**src/hw/rtl/clps_pkg.sv**
```systemverilog
`timescale 1ns / 1ps
// Shared types, codes and constants of the character LCD parallel sequencer.
// Used by every module of the block but clps_store; depends on nothing.
package clps_pkg;

  localparam int unsigned Rows    = 2;
  localparam int unsigned Columns = 16;

  localparam logic [7:0] DdramSet   = 8'h80;
  localparam logic [7:0] Row1Base   = 8'h00;
  localparam logic [7:0] Row2Base   = 8'h40;
  localparam logic [3:0] InitLastStep = 4'd11;

  typedef enum logic [2:0] {
    OpTick    = 3'd0,
    OpInit    = 3'd1,
    OpCommand = 3'd2,
    OpCursor  = 3'd3,
    OpChar    = 3'd4
  } op_e;

  typedef enum logic [1:0] {
    ActIdle    = 2'd0,
    ActInit    = 2'd1,
    ActCommand = 2'd2,
    ActWrite   = 2'd3
  } act_e;

  typedef struct packed {
    logic       status;
    logic       rs_level;
    logic       rw_level;
    logic       en_level;
    logic [7:0] data_bus;
    logic       busy_res;
    logic       init_done;
  } result_t;

  function automatic logic [7:0] init_cmd(input logic [2:0] k);
    logic [7:0] cmd;
    case (k)
      3'd0:    cmd = 8'h38;
      3'd1:    cmd = 8'h08;
      3'd2:    cmd = 8'h02;
      3'd3:    cmd = 8'h01;
      3'd4:    cmd = 8'h06;
      default: cmd = 8'h0E;
    endcase
    return cmd;
  endfunction

endpackage

```
**src/hw/rtl/char_lcd_parallel_sequencer.sv**
```systemverilog
`timescale 1ns / 1ps
// Top level of the character LCD parallel sequencer.
// Depends on clps_pkg, clps_seq (with clps_store) and clps_outbuf.

// One transaction in gives exactly one result transaction out. A new input
// transaction is taken every clock cycle while in_ready_o is high; its
// result is registered in a two-entry output stage, so input keeps flowing
// for one more transaction while the consumer stalls. Pin levels in each
// result are those after the transaction was applied. The string buffer
// is a synchronous memory whose read port is always aimed at the current
// write index, so a character is ready in time for its tick.
module char_lcd_parallel_sequencer #(
  parameter int unsigned COLUMNS = clps_pkg::Columns
) (
  input  logic       clk_i,
  input  logic       rst_ni,
  input  logic       in_valid_i,
  output logic       in_ready_o,
  input  logic [2:0] operation_i,
  input  logic [7:0] command_byte_i,
  input  logic [1:0] row_i,
  input  logic [4:0] column_i,
  input  logic [7:0] char_code_i,
  input  logic       last_char_i,
  output logic       out_valid_o,
  input  logic       out_ready_i,
  output logic       status_o,
  output logic       rs_level_o,
  output logic       rw_level_o,
  output logic       en_level_o,
  output logic [7:0] data_bus_o,
  output logic       busy_res_o,
  output logic       init_done_o
);

  logic              fire;
  clps_pkg::result_t res;
  clps_pkg::result_t out_res;

  assign fire = in_valid_i && in_ready_o;

  clps_seq #(
    .Columns (COLUMNS)
  ) u_seq (
    .clk_i          (clk_i),
    .rst_ni         (rst_ni),
    .fire_i         (fire),
    .operation_i    (operation_i),
    .command_byte_i (command_byte_i),
    .row_i          (row_i),
    .column_i       (column_i),
    .char_code_i    (char_code_i),
    .last_char_i    (last_char_i),
    .res_o          (res)
  );

  clps_outbuf u_outbuf (
    .clk_i       (clk_i),
    .rst_ni      (rst_ni),
    .in_valid_i  (in_valid_i),
    .in_ready_o  (in_ready_o),
    .in_data_i   (res),
    .out_valid_o (out_valid_o),
    .out_ready_i (out_ready_i),
    .out_data_o  (out_res)
  );

  assign status_o    = out_res.status;
  assign rs_level_o  = out_res.rs_level;
  assign rw_level_o  = out_res.rw_level;
  assign en_level_o  = out_res.en_level;
  assign data_bus_o  = out_res.data_bus;
  assign busy_res_o  = out_res.busy_res;
  assign init_done_o = out_res.init_done;

endmodule

```
**src/hw/rtl/clps_store.sv**
```systemverilog
`timescale 1ns / 1ps
// String buffer memory: one write port and one read port with registered read data.
// Stand-alone; sized by the Depth parameter handed down from the sequencer.
module clps_store #(
  parameter int unsigned Depth = 32,
  parameter int unsigned IdxW  = $clog2(Depth)
) (
  input  logic            clk_i,
  input  logic            we_i,
  input  logic [IdxW-1:0] waddr_i,
  input  logic [7:0]      wdata_i,
  input  logic [IdxW-1:0] raddr_i,
  output logic [7:0]      rdata_o
);

  logic [7:0] mem [Depth];
  logic [7:0] rdata_q;

  always_ff @(posedge clk_i) begin
    if (we_i) begin
      mem[waddr_i] <= wdata_i;
    end
  end

  always_ff @(posedge clk_i) begin
    rdata_q <= mem[raddr_i];
  end

  assign rdata_o = rdata_q;

endmodule

```
**src/hw/rtl/clps_seq.sv**
```systemverilog
`timescale 1ns / 1ps
// Sequencer core: request decode, half-step pin sequencing and string buffer control.
// Depends on clps_pkg and instantiates clps_store.
module clps_seq #(
  parameter int unsigned Columns = clps_pkg::Columns
) (
  input  logic                clk_i,
  input  logic                rst_ni,
  input  logic                fire_i,
  input  logic [2:0]          operation_i,
  input  logic [7:0]          command_byte_i,
  input  logic [1:0]          row_i,
  input  logic [4:0]          column_i,
  input  logic [7:0]          char_code_i,
  input  logic                last_char_i,
  output clps_pkg::result_t   res_o
);

  localparam int unsigned Depth = clps_pkg::Rows * Columns;
  localparam int unsigned IdxW  = $clog2(Depth);
  localparam int unsigned CntW  = $clog2(Depth + 1);

  clps_pkg::act_e activity_q, activity_d;
  logic [3:0]     step_q, step_d;
  logic [7:0]     pending_q, pending_d;
  logic [CntW-1:0] length_q, length_d;
  logic [CntW-1:0] windex_q, windex_d;
  logic           init_q, init_d;
  logic           rs_q, rs_d;
  logic           en_q, en_d;
  logic [7:0]     data_q, data_d;

  logic           mem_we;
  logic [7:0]     mem_rdata;
  logic [7:0]     col_c;
  logic [7:0]     base_c;
  logic [7:0]     cursor_cmd;
  logic           busy;
  logic           ready;
  logic           status;
  logic [2:0]     init_k;

  clps_store #(
    .Depth (Depth),
    .IdxW  (IdxW)
  ) u_store (
    .clk_i   (clk_i),
    .we_i    (mem_we),
    .waddr_i (length_q[IdxW-1:0]),
    .wdata_i (char_code_i),
    .raddr_i (windex_q[IdxW-1:0]),
    .rdata_o (mem_rdata)
  );

  always_comb begin
    col_c = {3'b000, column_i};
    if (col_c == 8'd0) begin
      col_c = 8'd1;
    end else if (col_c > 8'(Columns)) begin
      col_c = 8'(Columns);
    end
    base_c     = (row_i <= 2'd1) ? clps_pkg::Row1Base : clps_pkg::Row2Base;
    cursor_cmd = clps_pkg::DdramSet | (base_c + col_c - 8'd1);
  end

  assign busy   = (activity_q != clps_pkg::ActIdle);
  assign ready  = !busy && init_q;
  assign init_k = (step_q[3:1] > 3'd5) ? 3'd5 : step_q[3:1];

  always_comb begin
    activity_d = activity_q;
    step_d     = step_q;
    pending_d  = pending_q;
    length_d   = length_q;
    windex_d   = windex_q;
    init_d     = init_q;
    rs_d       = rs_q;
    en_d       = en_q;
    data_d     = data_q;
    mem_we     = 1'b0;
    status     = 1'b0;
    if (fire_i) begin
      unique case (operation_i)
        clps_pkg::OpTick: begin
          unique case (activity_q)
            clps_pkg::ActInit: begin
              if (!step_q[0]) begin
                rs_d   = 1'b0;
                data_d = clps_pkg::init_cmd(init_k);
                en_d   = 1'b1;
                step_d = step_q + 4'd1;
              end else begin
                en_d = 1'b0;
                if (step_q >= clps_pkg::InitLastStep) begin
                  activity_d = clps_pkg::ActIdle;
                  step_d     = 4'd0;
                  init_d     = 1'b1;
                end else begin
                  step_d = step_q + 4'd1;
                end
              end
            end
            clps_pkg::ActCommand: begin
              if (step_q == 4'd0) begin
                rs_d   = 1'b0;
                data_d = pending_q;
                en_d   = 1'b1;
                step_d = 4'd1;
              end else begin
                en_d       = 1'b0;
                activity_d = clps_pkg::ActIdle;
                step_d     = 4'd0;
              end
            end
            clps_pkg::ActWrite: begin
              case (step_q[1:0])
                2'd0: begin
                  if (windex_q == CntW'(Columns)) begin
                    rs_d   = 1'b0;
                    data_d = clps_pkg::DdramSet | clps_pkg::Row2Base;
                    en_d   = 1'b1;
                  end
                  step_d = 4'd1;
                end
                2'd1: begin
                  en_d   = 1'b0;
                  step_d = 4'd2;
                end
                2'd2: begin
                  rs_d     = 1'b1;
                  data_d   = mem_rdata;
                  en_d     = 1'b1;
                  windex_d = windex_q + CntW'(1);
                  step_d   = 4'd3;
                end
                default: begin
                  en_d = 1'b0;
                  if (windex_q >= length_q || windex_q >= CntW'(Depth)) begin
                    activity_d = clps_pkg::ActIdle;
                    step_d     = 4'd0;
                    length_d   = '0;
                    windex_d   = '0;
                  end else begin
                    step_d = 4'd0;
                  end
                end
              endcase
            end
            default: begin
            end
          endcase
        end
        clps_pkg::OpInit: begin
          if (busy) begin
            status = 1'b1;
          end else begin
            activity_d = clps_pkg::ActInit;
            step_d     = 4'd0;
          end
        end
        clps_pkg::OpCommand, clps_pkg::OpCursor: begin
          if (!ready) begin
            status = 1'b1;
          end else begin
            pending_d  = (operation_i == clps_pkg::OpCommand) ? command_byte_i : cursor_cmd;
            activity_d = clps_pkg::ActCommand;
            step_d     = 4'd0;
          end
        end
        clps_pkg::OpChar: begin
          if (!ready) begin
            status = 1'b1;
          end else begin
            if (length_q < CntW'(Depth)) begin
              mem_we   = 1'b1;
              length_d = length_q + CntW'(1);
            end
            if (last_char_i) begin
              activity_d = clps_pkg::ActWrite;
              step_d     = 4'd0;
              windex_d   = '0;
            end
          end
        end
        default: begin
        end
      endcase
    end
  end

  always_ff @(posedge clk_i or negedge rst_ni) begin
    if (!rst_ni) begin
      activity_q <= clps_pkg::ActIdle;
      step_q     <= 4'd0;
      pending_q  <= 8'd0;
      length_q   <= '0;
      windex_q   <= '0;
      init_q     <= 1'b0;
      rs_q       <= 1'b0;
      en_q       <= 1'b0;
      data_q     <= 8'd0;
    end else begin
      activity_q <= activity_d;
      step_q     <= step_d;
      pending_q  <= pending_d;
      length_q   <= length_d;
      windex_q   <= windex_d;
      init_q     <= init_d;
      rs_q       <= rs_d;
      en_q       <= en_d;
      data_q     <= data_d;
    end
  end

  always_comb begin
    res_o.status    = status;
    res_o.rs_level  = rs_d;
    res_o.rw_level  = 1'b0;
    res_o.en_level  = en_d;
    res_o.data_bus  = data_d;
    res_o.busy_res  = (activity_d != clps_pkg::ActIdle);
    res_o.init_done = init_d;
  end

`ifndef ASSERT_OFF
  a_len_bound: assert property (@(posedge clk_i) disable iff (!rst_ni)
    length_q <= CntW'(Depth))
    else $error("string length exceeds buffer depth");

  a_windex_bound: assert property (@(posedge clk_i) disable iff (!rst_ni)
    activity_q == clps_pkg::ActWrite |-> windex_q <= length_q)
    else $error("write index ran past string length");

  a_read_written: assert property (@(posedge clk_i) disable iff (!rst_ni)
    fire_i && operation_i == clps_pkg::OpTick && activity_q == clps_pkg::ActWrite
    && step_q[1:0] == 2'd2 |-> windex_q < length_q)
    else $error("character read from an unwritten buffer entry");

  a_init_step: assert property (@(posedge clk_i) disable iff (!rst_ni)
    activity_q == clps_pkg::ActInit |-> step_q <= clps_pkg::InitLastStep)
    else $error("init step out of range");

  a_init_sticky: assert property (@(posedge clk_i) disable iff (!rst_ni)
    init_q |=> init_q)
    else $error("init done flag dropped");
`endif

endmodule

```
**src/hw/rtl/clps_outbuf.sv**
```systemverilog
`timescale 1ns / 1ps
// Two-entry output stage (output register plus skid register) for result transactions.
// Depends on clps_pkg for the result type.
module clps_outbuf (
  input  logic              clk_i,
  input  logic              rst_ni,
  input  logic              in_valid_i,
  output logic              in_ready_o,
  input  clps_pkg::result_t in_data_i,
  output logic              out_valid_o,
  input  logic              out_ready_i,
  output clps_pkg::result_t out_data_o
);

  logic              main_valid_q, main_valid_d;
  logic              skid_valid_q, skid_valid_d;
  clps_pkg::result_t main_q, skid_q;
  logic              load_main, load_skid, move;

  assign in_ready_o = !skid_valid_q;

  always_comb begin
    main_valid_d = main_valid_q;
    skid_valid_d = skid_valid_q;
    load_main    = 1'b0;
    load_skid    = 1'b0;
    move         = 1'b0;
    if (skid_valid_q) begin
      if (out_ready_i) begin
        move         = 1'b1;
        skid_valid_d = 1'b0;
      end
    end else if (in_valid_i) begin
      if (!main_valid_q || out_ready_i) begin
        load_main    = 1'b1;
        main_valid_d = 1'b1;
      end else begin
        load_skid    = 1'b1;
        skid_valid_d = 1'b1;
      end
    end else if (out_ready_i) begin
      main_valid_d = 1'b0;
    end
  end

  always_ff @(posedge clk_i or negedge rst_ni) begin
    if (!rst_ni) begin
      main_valid_q <= 1'b0;
      skid_valid_q <= 1'b0;
    end else begin
      main_valid_q <= main_valid_d;
      skid_valid_q <= skid_valid_d;
    end
  end

  always_ff @(posedge clk_i) begin
    if (move) begin
      main_q <= skid_q;
    end else if (load_main) begin
      main_q <= in_data_i;
    end
    if (load_skid) begin
      skid_q <= in_data_i;
    end
  end

  assign out_valid_o = main_valid_q;
  assign out_data_o  = main_q;

endmodule
```
**config.mk**
```make
export PLATFORM = sky130hd
export DESIGN_NAME = char_lcd_parallel_sequencer
export DESIGN_NICKNAME = d
export VERILOG_FILES = /design/src/hw/rtl/clps_pkg.sv /design/src/hw/rtl/char_lcd_parallel_sequencer.sv /design/src/hw/rtl/clps_store.sv /design/src/hw/rtl/clps_seq.sv /design/src/hw/rtl/clps_outbuf.sv
export SDC_FILE = /design/constraint.sdc
export NUM_CORES = 1
export LEC_CHECK = 0
export BUFFER_PORTS_ARGS = -buffer_cell sky130_fd_sc_hd__clkbuf_2
export CAP_MARGIN = 0
export CORE_MARGIN = 4
export CORE_UTILIZATION = 40
export CTS_CLUSTER_SIZE = 40
export DETAILED_ROUTE_END_ITERATION = 8
export HOLD_SLACK_MARGIN = 0.15
export MAX_ROUTING_LAYER = met4
export REMOVE_ABC_BUFFERS = 1
export SLEW_MARGIN = 20
export SYNTH_ARGS = -nofsm -noshare
export SYNTH_HDL_FRONTEND = slang
export SYNTH_HIERARCHICAL = 1
export SYNTH_SLANG_ARGS = --single-unit
```
**constraint.sdc**
```tcl
create_clock -name clk_i -period 6 [get_ports clk_i]
set_clock_uncertainty 0.15 [all_clocks]
set_input_delay 0.6 -clock clk_i [delete_from_list [all_inputs] [get_ports clk_i]]
set_output_delay 0.6 -clock clk_i [all_outputs]
set_load 0.1 [all_outputs]
```
==> flow_metrics.env, run 1 <==
export IMPL_outcome="complete, no violations"
export IMPL_syn_inst=789
export IMPL_finalCritPeriodShare_pct=64.77
export IMPL_postRouteAntennaNets=0
export IMPL_cts_tree="yes"
export IMPL_cts_sinks=331
export IMPL_num_rows=68
export IMPL_cts_max_level=2
export IMPL_vias_per_cell=5.497
export IMPL_hold_viol=0
export IMPL_cts_buffer_depth=3
export IMPL_n_antenna_cell=0
export IMPL_drtPass1Iterations=5
export IMPL_yosys_area_share_simple_pct=5.759
export IMPL_synth_area_leaders="edfxtp_1, mux4_2, dfrtp_1"
export IMPL_clockRootBuffer="clkbuf_16"
export IMPL_worstSetupEndpointType="register"
export IMPL_coreArea_um2=34460
export IMPL_wire_per_inst_um=22.38
export IMPL_io_pins=47
export IMPL_drt_iter0_drc=586
export IMPL_yosysUniqueCellTypes=67
export IMPL_synth_mux_area_share_pct=15.44
export IMPL_r2r_end="u_seq/u_store/mem[15][3]"
export IMPL_synth_top_area_share_pct=61.24
export IMPL_dp_hpwl_um=18290
export IMPL_synth_compound_area_share_pct=5.562
export IMPL_total_power_mw=5.792
export IMPL_final_nets=886
export IMPL_start_util_pct=40.41
export IMPL_hold_ws_ps=168.4
export IMPL_synth_xor_area_share_pct=0.1258
export IMPL_arrival_ps=3880
export IMPL_finalSetupViolCount=0
export IMPL_worst_pin_slew_ps=881.9
export IMPL_fin_util_pct=45.27
export IMPL_drc=0
export IMPL_wl_um=29480
export IMPL_clock_latency_ps=520
export IMPL_synth_main_ff_cell="edfxtp_1"
export IMPL_ys_seq_area_share_pct=69.40
export IMPL_maxSlewHeadroom_pct=40.75
export IMPL_regToRegStartpoint="u_seq/activity_q[1]"
export IMPL_holdCritPathClass="input port to register"
export IMPL_grt_overflow_total=0
export IMPL_ys_ff_latch=331
export IMPL_ff2ff_setup_slack_ps=2110
export IMPL_vdd_drop_max_mv=0.2449
export IMPL_synth_top_family_by_area="multiplexers"
export IMPL_avgSynthCellArea_um2=17.65
export IMPL_dieArea_um2=37860
export IMPL_p_leak_nw=5.175
export IMPL_fin_crit_ps=3886
export IMPL_grt_pass1_wl_um=44670
export IMPL_die_w_um=194.6
export IMPL_crit_end="u_seq/u_store/mem[15][3]"
export IMPL_cp_max_fo=11
export IMPL_ys_async_sr_fraction_pct=11.78
export IMPL_grt_max_degree=44
export IMPL_post_cts_buffers=0
export IMPL_vias=7239
export IMPL_grt_pass1_vias=7154
export IMPL_synth_fa_ha_area_share_pct=1.617
export IMPL_place_area_um2=14560
export IMPL_rsz0062_at_grt="false"
export IMPL_cp_start_kind="register"
export IMPL_synth_yosys_warnings=6
export IMPL_cp_required_ps=5990
export IMPL_syn_area_um2=13930
export IMPL_reg2regPathDepth=6
export IMPL_final_layout_size_suffix_gt1_share_pct=25.29
export IMPL_grt_antenna_before_repair=0
export IMPL_fillers=2996
export IMPL_worstSetupStartpoint="u_seq/activity_q[1]"
export IMPL_cts_buffers=35
export IMPL_fin_setup_tns_ps=0
export IMPL_power_density_nw_per_um2=371.4
export IMPL_slew_viol_final=0
export IMPL_synthToLayoutAreaGrowth_pct=12.00
export IMPL_portBuffers=45
export IMPL_track_usage_pct=15.86
export IMPL_synth_edff_count=284
export IMPL_max_freq_mhz=257.3
export IMPL_timing_worst_setup_path_type="register to register"
export IMPL_cap_violations=0
export IMPL_yosysTopAreaCell="edfxtp_1"
export IMPL_die_y_um=194.6
export IMPL_final_cell_area_um2=15600
export IMPL_clkTransAtPathRegs_ps=60
export IMPL_finalWeightedCongestion=0.8278
metrics by stage:
stage | std cells | worst slack [ps]
2_1_floorplan | 747 | 1171
3_3_place_gp | 1254 | 2064
3_5_place_dp | 1254 | 1963
4_1_cts | 1317 | 2097
5_1_grt | 1317 | 1812
6_report | 1317 | 2114
report_power, final:
group,internal [mW],switching [mW]
sequential,2.60,0.138
combinational,0.479,0.611
clock,1.10,0.857
Yosys cell counts, types with 4 or more instances:
cell / count
a21o_1: 4
a21oi_1: 18
a22o_1: 7
a22oi_1: 4
and2_1: 5
buf_1: 5
buf_2: 5
buf_4: 11
clkbuf_1: 19
dfrtp_1: 39
dfxtp_1: 8
edfxtp_1: 284
ha_1: 18
inv_1: 18
mux2_2: 15
mux2_4: 10
mux4_2: 80
nand2_1: 45
nand2b_1: 5
nand3_1: 10
nand3b_1: 7
nand4_1: 4
nor2_1: 46
nor2b_1: 5
nor3_1: 10
o21a_1: 5
o21ai_0: 29
o2bb2ai_1: 8
routing by layer:
layer / GRT usage [%] / vias to the layer above / share of wire, %
met3: 2.704 / 41 / 5.7
met2: 23.52 / 214 / 47
met5: - / - / 0
met1: 23.14 / 3718 / 46
li1: - / 3266 / -
met4: 3.958 / 0 / 1.6
how the worst min path moves through the flow:
stage	cells past startpoint	slack, ps	endpoint	startpoint
after floorplan	0	150	u_outbuf/out_valid_o	rst_ni
after global placement	1	360	u_seq/data_q[5]	u_seq/data_q[5]
after detailed placement	1	370	u_seq/data_q[2]	u_seq/data_q[2]
after CTS	2	150	u_outbuf/skid_valid_q	out_ready_i
after global routing	2	170	u_outbuf/skid_valid_q	out_ready_i
final	2	170	u_outbuf/skid_valid_q	out_ready_i
layout make-up:
cell class / instances / area (um^2) / area share (%)
Timing Repair Buffer: 53 / 287.8 / 1.845
Multi-Input combinational cell: 398 / 3974 / 25.48
Inverter: 18 / 67.56 / 0.4332
Clock inverter: 13 / 91.34 / 0.5856
Tap cell: 455 / 569.3 / 3.650
Clock buffer: 49 / 938.4 / 6.016
Sequential cell: 331 / 9669 / 61.99
sequential cells by signal, summed over array words and instances (netlist names):
name	count
u_seq/data_q	8
u_seq/rs_q	1
u_outbuf/skid_valid_q	1
u_outbuf/skid_q	14
u_outbuf/out_valid_o	1
u_seq/u_store/rdata_o	8
u_seq/pending_q	8
u_outbuf/out_data_o	14
u_seq/windex_q	6
u_seq/length_q	6
u_seq/en_q	1
u_seq/step_q	4
u_seq/init_q	1
u_seq/u_store/mem	256
u_seq/activity_q	2
worst max-delay path: stages (launching register included):
cell	delay, ps
dfrtp_1	420
inv_1	130
ha_1	450
nand3_1	200
nor3_1	720
nand3_1	590
nor2_1	850
logic make-up (layout without fill, tap and decap cells):
logic type / Yosys count / count (layout)
AND/OR/NAND/NOR: 159 / 159
AO/OA/AOI/OAI: 110 / 110
multiplexers: 108 / 108
adder cells (fa/ha/maj): 18 / 18
other: 1 / 1
flip-flops: 331 / 331
XOR/XNOR: 2 / 2
buffers and inverters: 60 / 133
what timing repair did:
action                                 4_1_cts  5_1_grt
endpoints found under the hold margin       39        0
hold buffers                                 1        0
gates resized for setup                      0        0
cells in the final DEF, fill, tap and decap left out, types with 10 or more instances in the layout:
master / n
o21ai_0: 29
a21oi_1: 18
mux2_2: 15
nor3_1: 10
nand3_1: 10
clkbuf_2: 45
nand2_1: 45
dfrtp_1: 37
clkbuf_1: 13
edfxtp_1: 284
mux4_2: 80
inv_1: 18
mux2_4: 10
clkbuf_16: 35
nor2_1: 46
ha_1: 18
No activity file was read; power rests on OpenSTA's default activity.
==> inputs of run 2 (changes only) <==
- ABC_AREA: default -> 1
- clock period: 6 -> 3.3 ns (I/O delays scaled with it)
==> flow_metrics.env, run 2 <==
export IMPL_die_y_um=200.8
export IMPL_arrival_ps=2980
export IMPL_holdCritPathClass="input port to register"
export IMPL_cpMaxStageDelayCell="dfrtp_1"
export IMPL_slew_viol_final=0
export IMPL_worst_pin_slew_ps=853.6
export IMPL_synth_yosys_warnings=6
export IMPL_clock_latency_ps=560
export IMPL_drtPass1Iterations=5
export IMPL_final_cell_mix="nand2_1, edfxtp_1, nand3_1, nor2_1, inv_1"
export IMPL_n_antenna_cell=0
export IMPL_hold_viol=0
export IMPL_wire_per_inst_um=17.12
export IMPL_crit_path_frequent_cell="nand2_1"
export IMPL_start_util_pct=40.63
export IMPL_vdd_drop_max_mv=0.4646
export IMPL_drt_iter0_drc=766
export IMPL_layout_commonest_cell="nand2_1"
export IMPL_path_cells="inv_1, ha_1, nand2_1, nand2_1, nand2_2, nor3_2, nand2_1, nor2_2, nand3_1, nor2_1, buf_4"
export IMPL_vias_per_cell=5.088
export IMPL_worstSetupEndpointType="register"
export IMPL_vias=10258
export IMPL_synth_most_common_cell="nand2_1"
export IMPL_cp_max_fo=6
export IMPL_fin_util_pct=46.28
export IMPL_setup_slack_ps=415.3
export IMPL_fin_setup_tns_ps=0
export IMPL_synthToLayoutAreaGrowth_pct=13.92
export IMPL_track_usage_pct=17.21
export IMPL_clkTransAtPathRegs_ps=60
export IMPL_maxSlewHeadroom_pct=43.09
export IMPL_ys_ff_latch=331
export IMPL_dp_slack_ps=492.3
export IMPL_total_power_mw=9.818
export IMPL_cpPeakStageDelay_ps=420
export IMPL_final_nets=1572
export IMPL_place_area_um2=15600
export IMPL_grt_pass1_wl_um=54390
export IMPL_cp_start_kind="register"
export IMPL_synth_main_ff_cell="edfxtp_1"
export IMPL_drc=0
export IMPL_synth_top_area_share_pct=57.34
export IMPL_cts_buffers=36
export IMPL_cts_buffer_depth=3
export IMPL_ys_async_sr_fraction_pct=11.78
export IMPL_rsz0062_at_grt="false"
export IMPL_cts_max_level=2
export IMPL_avgSynthCellArea_um2=10.42
export IMPL_dieArea_um2=40330
export IMPL_cp_required_ps=3400
export IMPL_grt_overflow_total=0
export IMPL_grt_pass1_vias=9823
export IMPL_portBuffers=45
export IMPL_yosysUniqueCellTypes=49
export IMPL_num_rows=70
export IMPL_clockRootBuffer="clkbuf_16"
export IMPL_ys_seq_area_share_pct=64.98
export IMPL_final_cells=2016
export IMPL_largest_register_ffs=256
export IMPL_coreArea_um2=36610
export IMPL_grt_antenna_before_repair=0
export IMPL_finalCritPeriodShare_pct=87.42
export IMPL_regMostFlops="u_seq/u_store/mem"
export IMPL_hold_ws_ps=193.1
export IMPL_postRouteAntennaNets=0
export IMPL_die_w_um=200.8
export IMPL_cts_sinks=331
export IMPL_final_cell_area_um2=16940
export IMPL_wl_um=34510
export IMPL_syn_area_um2=14870
export IMPL_cts_tree="yes"
export IMPL_synth_common_cells="nand2_1, edfxtp_1, nand3_1"
export IMPL_p_leak_nw=6.655
export IMPL_place_inst=1931
export IMPL_grt_max_degree=87
export IMPL_syn_inst=1428
export IMPL_power_density_nw_per_um2=579.4
export IMPL_yosysTopAreaCell="edfxtp_1"
export IMPL_finalWeightedCongestion=0.8556
export IMPL_timing_worst_setup_path_type="register to register"
export IMPL_fin_crit_ps=2885
export IMPL_synth_edff_count=284
export IMPL_cap_violations=0
export IMPL_finalSetupViolCount=0
export IMPL_dp_hpwl_um=21350
export IMPL_outcome="complete, no violations"
export IMPL_io_pins=47
export IMPL_final_layout_size_suffix_gt1_share_pct=11.89
export IMPL_max_freq_mhz=346.7
export IMPL_synth_area_leaders="edfxtp_1, nand2_1, nand3_1"
==> run 2: cell count changes after synthesis, moves of 10 or more <==
| cell | previous run | this run |
|---|---|---|
| buf_2 | 5 | 16 |
| buf_6 | 2 | 30 |
| inv_1 | 18 | 66 |
| mux2_2 | 15 | 0 |
| mux2_4 | 10 | 0 |
| mux4_2 | 80 | 0 |
| nand2_1 | 45 | 505 |
| nand3_1 | 10 | 248 |
| nor2_1 | 46 | 72 |
| o21ai_2 | 0 | 10 |
==> run 2: final cells by class <==
cell class                      instances  area (um^2)
Fill cell                            3427        19670
Clock buffer                           50        953.4
Multi-Input combinational cell        956         4387
Clock inverter                         13        170.2
Sequential cell                       331         9669
Tap cell                              468        585.6
Inverter                               71        270.3
Timing Repair Buffer                  127        908.4
==> run 2: where the power goes <==
part	total (mW)	switching, mW	internal [mW]
sequential	4.73	0.0668	4.66
clock	3.83	1.63	2.20
combinational	1.25	0.927	0.327
total	9.82	2.63	7.19
==> run 2: path summary, 6_finish.rpt <==
check | from | to | slack [ps] | depth (start not counted)
worst max-delay path | u_seq/activity_q[1] | u_seq/u_store/mem[10][4] | 420 | 11
worst min-delay path | last_char_i | u_seq/step_q[1] | 190 | 5
worst max register to register | u_seq/activity_q[1] | u_seq/u_store/mem[10][4] | 420 | 11
worst min register to register | u_outbuf/out_valid_o | u_outbuf/out_valid_o | 370 | 2
max in group asynchronous | rst_ni | u_seq/data_q[4] | 2090 | 3
min in group asynchronous | rst_ni | u_seq/step_q[0] | 230 | 2
==> run 2: kinds of logic (layout without fill, tap and decap cells) <==
logic type	after synthesis	count (layout)	share of synthesized area, %
and+or+nand+nor	857	857	24.46
DFF	331	331	64.98
buffers and inverters	141	261	5.527
AOI/OAI and AO/OA	76	76	3.256
adders and majority gates	18	18	1.514
xor gates and xnor gates	4	4	0.2356
other	1	1	0.02521
==> run 2: timing repair <==
item	4_1_cts	5_1_grt
hold endpoints to repair	38	0
resized for setup	0	0
buffers inserted	0	0
hold buffers	22	0
==> run 2: worst max-delay path, delay by kind of cell, from the launching register on <==
family	cells	cell delay, ps
simple gates	8	1470
flops	1	420
buf+inv	2	330
fa+ha+maj	1	210
==> run 2: routing by layer <==
metal	wire length, um	GRT usage [%]
met4	921	4.990
met2	16320	27.34
met3	1601	2.504
met1	15660	23.28
met5	0	-
